File: src/rtl/npsch_pkg.sv
// shared constants and types for the non-preemptive priority scheduler
package npsch_pkg;

  localparam int MAX_PROCS = 16;
  localparam int IDX_W     = (MAX_PROCS > 1) ? $clog2(MAX_PROCS) : 1;
  localparam int CNT_W     = $clog2(MAX_PROCS + 1);

  localparam int VAL_W   = 16;
  localparam int JOB_ID_W = 5;
  localparam int TIME_W  = 21;
  localparam int SUM_W   = 25;
  localparam int ENTRY_W = 3 * VAL_W;

  typedef struct packed {
    logic [VAL_W-1:0] arrival_time;
    logic [VAL_W-1:0] burst_time;
    logic [VAL_W-1:0] priority_req;
    logic             last_job;
  } job_t;

  typedef struct packed {
    logic [JOB_ID_W-1:0] job_id;
    logic [TIME_W-1:0]   completion_time;
    logic [TIME_W-1:0]   turnaround_time;
    logic [TIME_W-1:0]   waiting_time;
    logic [SUM_W-1:0]    sum_turnaround;
    logic [SUM_W-1:0]    sum_waiting;
    logic                last_result;
  } result_t;

  // one row of the job table memory
  typedef struct packed {
    logic [VAL_W-1:0] arrival;
    logic [VAL_W-1:0] burst;
    logic [VAL_W-1:0] prio;
  } entry_t;

  typedef enum logic [2:0] {
    ST_IDLE,
    ST_SCAN,
    ST_DECIDE,
    ST_TALLY,
    ST_EMIT
  } state_t;

  typedef struct packed {
    logic clear;
    logic eval;
  } scan_ctl_t;

  typedef struct packed {
    logic             found;
    logic [IDX_W-1:0] pick;
    logic [VAL_W-1:0] pick_arrival;
    logic [VAL_W-1:0] pick_burst;
    logic [VAL_W-1:0] earliest;
  } scan_res_t;

endpackage

File: src/rtl/npsch_ram.sv
// generic single-write, single-read ram with registered read data
module npsch_ram #(
  parameter int WIDTH = 8,
  parameter int DEPTH = 16
) (
  input  logic                                      clk,
  input  logic                                      we,
  input  logic [((DEPTH > 1) ? $clog2(DEPTH) : 1)-1:0] waddr,
  input  logic [WIDTH-1:0]                          wdata,
  input  logic                                      re,
  input  logic [((DEPTH > 1) ? $clog2(DEPTH) : 1)-1:0] raddr,
  output logic [WIDTH-1:0]                          rdata
);

  logic [WIDTH-1:0] mem [DEPTH];

  always_ff @(posedge clk) begin
    if (we) begin
      mem[waddr] <= wdata;
    end
    if (re) begin
      rdata <= mem[raddr];
    end
  end

endmodule

File: src/rtl/npsch_scan.sv
// running selection over the job table: best ready job and earliest pending arrival
module npsch_scan
  import npsch_pkg::*;
(
  input  logic              clk,
  input  logic              rst,
  input  scan_ctl_t         ctl,
  input  entry_t            entry,
  input  logic [IDX_W-1:0]  idx,
  input  logic              entry_done,
  input  logic [TIME_W-1:0] cur_time,
  output scan_res_t         res
);

  logic             found;
  logic             pending;
  logic [IDX_W-1:0] pick;
  logic [VAL_W-1:0] best_prio;
  logic [VAL_W-1:0] best_arrival;
  logic [VAL_W-1:0] best_burst;
  logic [VAL_W-1:0] earliest;
  logic             ready;
  logic             better;

  assign ready  = TIME_W'(entry.arrival) <= cur_time;
  assign better = ready && (!found || (entry.prio < best_prio));

  always_ff @(posedge clk) begin
    if (rst) begin
      found   <= 1'b0;
      pending <= 1'b0;
    end else if (ctl.clear) begin
      found   <= 1'b0;
      pending <= 1'b0;
    end else if (ctl.eval && !entry_done) begin
      if (!pending || (entry.arrival < earliest)) begin
        earliest <= entry.arrival;
      end
      pending <= 1'b1;
      // strict compare keeps the lowest index on a tie
      if (better) begin
        found        <= 1'b1;
        pick         <= idx;
        best_prio    <= entry.prio;
        best_arrival <= entry.arrival;
        best_burst   <= entry.burst;
      end
    end
  end

  assign res.found        = found;
  assign res.pick         = pick;
  assign res.pick_arrival = best_arrival;
  assign res.pick_burst   = best_burst;
  assign res.earliest     = earliest;

endmodule

File: src/rtl/nonpreemptive_priority_scheduler_unit.sv
// Non-preemptive priority scheduler. Jobs are loaded one transaction per cycle
// while busy is low; a job with last_job set starts scheduling of the whole set
// and busy stays high until every result is out. Each dispatch reads the job
// table memory once per loaded job, and an idle gap in arrivals costs one
// more scan. Results appear one per dispatch on result with result_valid
// high for a single cycle; the receiver cannot stall them and must take
// each one as it comes.
module nonpreemptive_priority_scheduler_unit
  import npsch_pkg::*;
(
  input  logic    clk,
  input  logic    rst,
  input  logic    start,
  output logic    busy,
  input  job_t    job,
  output result_t result,
  output logic    result_valid
);

  state_t state, state_next;

  logic [CNT_W-1:0]     job_count;
  logic [CNT_W-1:0]     finished_count;
  logic [CNT_W-1:0]     scan_cnt;
  logic [TIME_W-1:0]    cur_time;
  logic [SUM_W-1:0]     tat_total;
  logic [SUM_W-1:0]     wt_total;
  logic [MAX_PROCS-1:0] done_flags;
  logic [IDX_W-1:0]     eval_idx;
  logic                 eval_valid;
  logic [TIME_W-1:0]    ct;
  logic [TIME_W-1:0]    tat;
  logic [TIME_W-1:0]    wt;

  logic      accept;
  logic      has_room;
  logic      scan_last;
  logic      set_last;
  logic      ram_we;
  logic      ram_re;
  entry_t    wr_entry;
  entry_t    rd_entry;
  scan_ctl_t scan_ctl;
  scan_res_t scan_res;
  logic [SUM_W-1:0] tat_total_next;

  assign accept    = start && !busy;
  assign has_room  = job_count < CNT_W'(MAX_PROCS);
  assign scan_last = scan_cnt == job_count;
  assign set_last  = finished_count == job_count;

  assign wr_entry.arrival = job.arrival_time;
  assign wr_entry.burst   = job.burst_time;
  assign wr_entry.prio    = job.priority_req;

  npsch_ram #(
    .WIDTH (ENTRY_W),
    .DEPTH (MAX_PROCS)
  ) u_table (
    .clk   (clk),
    .we    (ram_we),
    .waddr (job_count[IDX_W-1:0]),
    .wdata (wr_entry),
    .re    (ram_re),
    .raddr (scan_cnt[IDX_W-1:0]),
    .rdata (rd_entry)
  );

  npsch_scan u_scan (
    .clk        (clk),
    .rst        (rst),
    .ctl        (scan_ctl),
    .entry      (rd_entry),
    .idx        (eval_idx),
    .entry_done (done_flags[eval_idx]),
    .cur_time   (cur_time),
    .res        (scan_res)
  );

  // next state
  always_comb begin
    state_next = state;
    unique case (state)
      ST_IDLE:   if (accept && job.last_job) state_next = ST_SCAN;
      ST_SCAN:   if (scan_last) state_next = ST_DECIDE;
      ST_DECIDE: state_next = scan_res.found ? ST_TALLY : ST_SCAN;
      ST_TALLY:  state_next = ST_EMIT;
      ST_EMIT:   state_next = set_last ? ST_IDLE : ST_SCAN;
      default:   state_next = ST_IDLE;
    endcase
  end

  // control outputs
  always_comb begin
    busy           = 1'b1;
    ram_we         = 1'b0;
    ram_re         = 1'b0;
    scan_ctl.clear = 1'b0;
    scan_ctl.eval  = 1'b0;
    unique case (state)
      ST_IDLE: begin
        busy           = 1'b0;
        ram_we         = accept && has_room;
        scan_ctl.clear = 1'b1;
      end
      ST_SCAN: begin
        ram_re        = !scan_last;
        scan_ctl.eval = eval_valid;
      end
      ST_DECIDE: begin
        scan_ctl.clear = !scan_res.found;
      end
      ST_TALLY: begin
      end
      ST_EMIT: begin
        scan_ctl.clear = 1'b1;
      end
      default: begin
      end
    endcase
  end

  assign tat_total_next = tat_total + SUM_W'(tat);

  always_ff @(posedge clk) begin
    if (rst) begin
      state          <= ST_IDLE;
      job_count      <= '0;
      finished_count <= '0;
      scan_cnt       <= '0;
      cur_time       <= '0;
      tat_total      <= '0;
      wt_total       <= '0;
      done_flags     <= '0;
      eval_valid     <= 1'b0;
      result_valid   <= 1'b0;
    end else begin
      state        <= state_next;
      result_valid <= 1'b0;
      eval_valid   <= 1'b0;
      unique case (state)
        ST_IDLE: begin
          scan_cnt <= '0;
          if (accept && has_room) begin
            job_count <= job_count + 1'b1;
          end
        end
        ST_SCAN: begin
          // read issued now is evaluated next cycle
          eval_valid <= !scan_last;
          eval_idx   <= scan_cnt[IDX_W-1:0];
          scan_cnt   <= scan_cnt + 1'b1;
        end
        ST_DECIDE: begin
          scan_cnt <= '0;
          if (scan_res.found) begin
            ct                       <= cur_time + TIME_W'(scan_res.pick_burst);
            wt                       <= cur_time - TIME_W'(scan_res.pick_arrival);
            done_flags[scan_res.pick] <= 1'b1;
            finished_count           <= finished_count + 1'b1;
          end else begin
            // nothing ready: jump to the earliest pending arrival
            cur_time <= TIME_W'(scan_res.earliest);
          end
        end
        ST_TALLY: begin
          tat      <= ct - TIME_W'(scan_res.pick_arrival);
          wt_total <= wt_total + SUM_W'(wt);
          cur_time <= ct;
        end
        ST_EMIT: begin
          result_valid           <= 1'b1;
          result.job_id          <= JOB_ID_W'(scan_res.pick) + 1'b1;
          result.completion_time <= ct;
          result.turnaround_time <= tat;
          result.waiting_time    <= wt;
          result.sum_turnaround  <= tat_total_next;
          result.sum_waiting     <= wt_total;
          result.last_result     <= set_last;
          if (set_last) begin
            job_count      <= '0;
            finished_count <= '0;
            cur_time       <= '0;
            tat_total      <= '0;
            wt_total       <= '0;
            done_flags     <= '0;
          end else begin
            tat_total <= tat_total_next;
          end
        end
        default: begin
        end
      endcase
    end
  end

  // results are single-cycle strobes, never back to back
  a_strobe_single: assert property (@(posedge clk) disable iff (rst)
    result_valid |=> !result_valid)
    else $error("result strobe held for two cycles");

  // an idle block holds no partly scheduled set
  a_idle_clean: assert property (@(posedge clk) disable iff (rst)
    (state == ST_IDLE) |-> (finished_count == '0 && done_flags == '0))
    else $error("idle with dispatched jobs pending");

  // never more dispatches than loaded jobs
  a_finish_bound: assert property (@(posedge clk) disable iff (rst)
    finished_count <= job_count)
    else $error("finished count beyond job count");

  // the final result of a set leaves the block ready for a new set
  a_last_idle: assert property (@(posedge clk) disable iff (rst)
    (result_valid && result.last_result) |-> (state == ST_IDLE && job_count == '0))
    else $error("set not cleared after its last result");

  // a dispatch only happens with a ready job selected
  a_dispatch_found: assert property (@(posedge clk) disable iff (rst)
    (state == ST_TALLY) |-> $past(scan_res.found))
    else $error("dispatch without a selected job");

endmodule
File: config.mk
export PLATFORM = sky130hd
export DESIGN_NAME = nonpreemptive_priority_scheduler_unit
export DESIGN_NICKNAME = d
export VERILOG_FILES = /design/src/rtl/npsch_pkg.sv /design/src/rtl/npsch_ram.sv /design/src/rtl/npsch_scan.sv /design/src/rtl/nonpreemptive_priority_scheduler_unit.sv
export SDC_FILE = /design/constraint.sdc
export NUM_CORES = 1
export LEC_CHECK = 0
export BUFFER_PORTS_ARGS = -buffer_cell sky130_fd_sc_hd__buf_2
export CAP_MARGIN = 0
export CELL_PAD_IN_SITES_DETAIL_PLACEMENT = 1
export CELL_PAD_IN_SITES_GLOBAL_PLACEMENT = 2
export CORE_MARGIN = 2
export CORE_UTILIZATION = 34
export DETAILED_ROUTE_END_ITERATION = 10
export PLACE_DENSITY = 0.59
export SLEW_MARGIN = 25
export SYNTH_ARGS = -nofsm -noshare
export SYNTH_HDL_FRONTEND = slang
export SYNTH_SLANG_ARGS = --single-unit
File: constraint.sdc
create_clock -name clk -period 7.3 [get_ports clk]
set_clock_uncertainty 0.05 [all_clocks]
set_input_delay 1.46 -clock clk [delete_from_list [all_inputs] [get_ports clk]]
set_output_delay 1.46 -clock clk [all_outputs]
set_load 0.05 [all_outputs]
After elaboration in Yosys (flattened, before gate mapping)
Memory sizes are Yosys's and may differ from the RTL's. A register that Yosys moved wholly into a read port is not among the register bits. Cells that the tools add are included. W data, S select, Z words.

Flip-flop bits (word level): 363. Bits in writable memories: 768. Input bits: 52. Logic and storage cells: 125. Memories: 1.

Add/subtract/negate cells: 9. Magnitude comparators: 7. Equality and inequality tests: 12. Mux-type cells: 32. Bitwise gates (word level): 3. Reduce and logical (&&, ||, !) cells: 33.

Memory list: u_table.mem (depth 16, bits a word 48, read ports 1, clocked after Yosys merged registers in 1, write ports 1, line npsch_ram.sv:15) `logic [WIDTH-1:0] mem [DEPTH];`.

Operator list (count): $pmux W21 S3 (1); $add A25 B21 Y25 (2); $mux W25 (2); $pmux W25 S2 (1); $mux W21 (2); $sub A21 B16 Y21 (2); $lt A16 B16 Y1 (2); $mux W16 (2); $pmux W16 S2 (1); $pmux W5 S2 (3); $add A21 B16 Y21 (1); $le A16 B21 Y1 (1); $or A16 B16 Y16 (1); $add A5 B1 Y5 const B (3); $mux W5 (3); $pmux W3 S5 (1); $reduce_and A2 Y1 (6); $reduce_and A3 Y1 (4); $eq A5 B5 Y1 (2); $lt A4 B5 Y1 const B (2); $mux W1 (10); $reduce_and A4 Y1 (2); $reduce_bool A2 Y1 (4); $eq A3 B2 Y1 const B (2); other kinds (19) (36).

Logic depth before layout (Yosys ltp)
Word-level depth: 7. Depth in mapped cells: 11.

Hierarchy
Synthesis repeated with hierarchy kept, for this count alone.

Cell total of the unflattened synthesis: 2741. Area, all modules: 47742.0 sq um.

By module, submodules not included: npsch_ram (times used 1, cells each 1242, area an instance 30171.4 sq um); nonpreemptive_priority_scheduler_unit (times used 1, cells each 1254, area an instance 14256.2 sq um); npsch_scan (times used 1, cells each 245, area an instance 3314.4 sq um).

Worst setup path after synthesis
No wires, ideal clock.

Path type: in2reg. From: input rst. To: register tat_total[23]. Arrival time: 7766 ps. Path slack: -590 ps. Stages: 6. Path buffers: 1. Path through: clkbuf_1 nor2_1 nand2_1 or3_1 a2bb2oi_1 o21ai_0.

RTL lines: from (decl) (line nonpreemptive_priority_scheduler_unit.sv:12) `input logic rst,`; to (signal assigned) (line nonpreemptive_priority_scheduler_unit.sv:188) `tat_total <= tat_total_next;`; to (decl) (line nonpreemptive_priority_scheduler_unit.sv:26) `logic [SUM_W-1:0] tat_total;`.

Worst setup path in the final report
From: register state[2]. To: memory u_table.mem[4][35] in the netlist's numbering (enable).

Cells in the longest elaborated chain, start to end: 6.

RTL lines: from (decl) (line nonpreemptive_priority_scheduler_unit.sv:20) `state_t state, state_next;`; from (signal assigned) (line nonpreemptive_priority_scheduler_unit.sv:138) `state <= state_next;`; $logic_not A3 Y1 * (line nonpreemptive_priority_scheduler_unit.sv:100) `unique case (state)`; $logic_and A1 B1 Y1 (line nonpreemptive_priority_scheduler_unit.sv:47) `assign accept = start && !busy;`; $logic_and A1 B1 Y1 (line nonpreemptive_priority_scheduler_unit.sv:103) `ram_we = accept && has_room;`; $mux W1 * (line nonpreemptive_priority_scheduler_unit.sv:100); $mux W1 * (line npsch_ram.sv:18) `if (we) begin`; $mux W1 (not written as such) * (line npsch_ram.sv:19) `mem[waddr] <= wdata;`; to (decl) (line npsch_ram.sv:15).

Mark *: on every way between the ends. The rest lies on a longest branch, timed or not.

==> results.txt <==
status - complete, no violations
total negative slack - 0 ns
Hold EP - u_scan.best_burst[1]$_DFFE_PP_
Setup Fix Bufs, Post-CTS - 0
WS Path Type - flip-flop to flip-flop
Pre-Repair DR Iteration Count - 5
DP HPWL - 77400 um
Power Density - 263 nW/um^2
highest achievable clock rate - 277 MHz
critical path launch point type - flip-flop
Max clock buf depth - 3
Simple-Gate Fraction of Synth Area - 4.25%
Post-synth top flop - edfxtp_1
most frequent cells in the layout - edfxtp_1 (1070), mux4_2 (245), buf_2 (172)
Compound-Gate Fraction of Synth Area - 6.03%
Die Width - 381 um
WL final - 123000 um
RR Endpoint - u_table.mem[4][35]$_DFFE_PP_
Max Slew Vio Count - 0
Iteration-0 DRC Markers - 1798
via density per instance - 5.17
die area - 145000 sq um
CTS root buf - clkbuf_16
vias - 25.8k
final hold vios - 0
Slew HR - 27.1%
share of cells above drive strength 1 - 22.7%
final worst-path cycle share - 49.5%
CTS H-tree lvls - 4
cells after synthesis - 2737
main combinational cell family by area after synthesis - multiplexers
Routed wire per std cell - 24.8 um
syn_area_per_cell - 17.7 sq um
TritonCTS buffer count - 136
vias in the first global route - 27.8k
final non-filler cell total - 4977
FILL cells - 13.8k
post-synthesis mux area share - 11.6%
gr usage total - 17.0%
area of the core - 141000 sq um
required time worst endpoint - 7.62 ns
Resize count post-CTS - 0
max-cap violation count - 0
row count - 138
register area share after synthesis - 70.8%
minimum clock period - 3.61 ns
EDFF count, synth - 1070
cts hold-fix bufs - 0
CTS sink cnt - 1179
Worst Hold Depth - 0
Final Cell Area - 56300 sq um
Synth Area in Adders - 3.98%
worst vdd ir - 0.225 mV
io pins - 173
global-route wire length before repair - 184000 um
Antenna Nets Post-Route - 0
r2r worst-path depth - 5
Clock Latency Late Sink - 0.76 ns
net count of the mapped netlist - 2940
worst reg2reg setup slack - 3.69 ns
mapped cell area - 48400 sq um
placed cell count - 4734
asr flop ratio synth - 0%
Hold Startpoint - u_table.rdata[17]$_DFFE_PP_
synth warn - 0
port bufs - 172
nets@finish - 3185
Crit. End Element - flip-flop
Worst Path Arrival - 3.93 ns
initial antenna violation count - 24
Reg-to-Reg Start - state[2]$_SDFFE_PP0P_
Die Ht - 381 um
TritonCTS clock tree - done
most common cell after layout, fill and taps aside - edfxtp_1
Starting Density - 34.3%
gr ovfl total - 0
area grow syn2layout - 16.3%
unrepaired setup endpoints after global routing - no
largest net degree at the start of global routing - 151
Synth Area in XOR/XNOR - 1.70%
CP max FO - 33
actual slew at the worst max-slew pin - 1.09 ns
Reg clk slew, reported paths - 0.05 ns
Setup violations, final - 0
Cell variety after synth - 70
HP Class - flip-flop to flip-flop
Leak - 18.8 nW
drt drc - 0
Placement Cell Area - 51800 sq um
Synth Register Bits - 1179
RePlAce Congestion - 0.819
synth_stat cells, drive strengths merged (13+ instances only):
library cell,n,area share [%]
xnor2,58,1.0
a211oi,33,0.51
o21ai,68,0.70
edfxtp,1070,66
nand2,86,0.67
ha,146,3.8
o211ai,22,0.34
and3,20,0.26
nor3,35,0.36
dfxtp,109,4.5
a21oi,100,1.0
a221oi,22,0.42
a21o,43,0.67
inv,97,0.75
nor2b,14,0.18
clkbuf,77,0.60
nand4,17,0.22
buf,30,0.28
nand3,46,0.48
o21a,20,0.31
mux4,245,11
a22oi,14,0.22
xor2,36,0.65
a22o,13,0.24
nor2,136,1.1
a31oi,19,0.25
state kept, by name, indices dropped and copies added (netlist names), 16 cells and up:
signal,flops
ct,21
cur_time,21
done_flags,16
result,119
tat,21
tat_total,25
u_scan.best_arrival,16
u_scan.best_burst,16
u_scan.best_prio,16
u_scan.earliest,16
u_table.mem,768
u_table.rdata,48
wt,21
wt_total,25
cell families (layout without fill, tap and decap cells):
group | Yosys count | count (layout)
other | 0 | 2
buffers and inverters | 206 | 554
and+or+nand+nor | 426 | 426
AOI/OAI and AO/OA | 428 | 428
xor gates and xnor gates | 94 | 94
DFF | 1179 | 1179
adders and majority gates | 151 | 151
muxes | 253 | 253
per-stage QoR:
stage / hold slack, ns / power (W) / util, % / setup slack, ns
global route: 0.378 / 0.0153 / 39.8 / 3.44
finish: 0.369 / 0.0148 / 39.8 / 3.69
CTS: 0.370 / 0.0151 / 39.8 / 3.58
floorplan: 0.350 / 0.00791 / - / 1.43
detailed placement: 0.356 / 0.00814 / 36.6 / 3.00
global placement: 0.354 / 0.00812 / 36.6 / 3.10
worst max-delay path, stage by stage (launching register included):
cell and delay, ns:
dfxtp_1 0.45, or3_1 0.46, nor3b_2 0.59, nand2_1 0.38, nor2_4 0.59, buf_4 0.66
layout make-up:
type	instances	area, sq um	share of cell area (%)
diodes	2	5.00	0.00888
clock buffers	167	3630	6.45
clock inverters	74	880	1.56
inverters	99	372	0.660
multi-input cells	1352	13500	24.0
flip-flops and latches	1179	34300	60.9
well taps	1890	2360	4.20
repair buffers	214	1250	2.22
power breakdown:
part / internal (W) / switching, W / leakage [nW]
sequential: 0.00743 / 0.0000391 / 10.5
combinational: 0.000199 / 0.000317 / 6.07
clock: 0.00406 / 0.00279 / 2.17
total: 0.0117 / 0.00314 / 18.8
worst max-delay path by stage:
stage	start	endpoint	slack [ns]
after CTS	state[2]$_SDFFE_PP0P_	u_table.mem[15][37]$_DFFE_PP_	3.58
after floorplan	start	u_table.mem[3][0]$_DFFE_PP_	1.43
after detailed placement	start	u_table.mem[4][25]$_DFFE_PP_	3.00
final	state[2]$_SDFFE_PP0P_	u_table.mem[4][35]$_DFFE_PP_	3.69
after global routing	state[2]$_SDFFE_PP0P_	u_table.mem[15][37]$_DFFE_PP_	3.44
after global placement	rst	wt_total[17]$_SDFFE_PP0P_	3.10
routing by layer:
layer / share of wire (%) / wire (um) / vias up / track usage (%)
met3: 4.3 / 5320 / 221 / 3.35
met1: 44 / 53900 / 13400 / 22.3
li1: - / - / 11500 / -
met2: 49 / 60900 / 553 / 28.7
met5: 0.10 / 124 / - / 0
met4: 2.6 / 3160 / 18 / 5.18
Note: power is estimated with default switching activity, not from simulation.
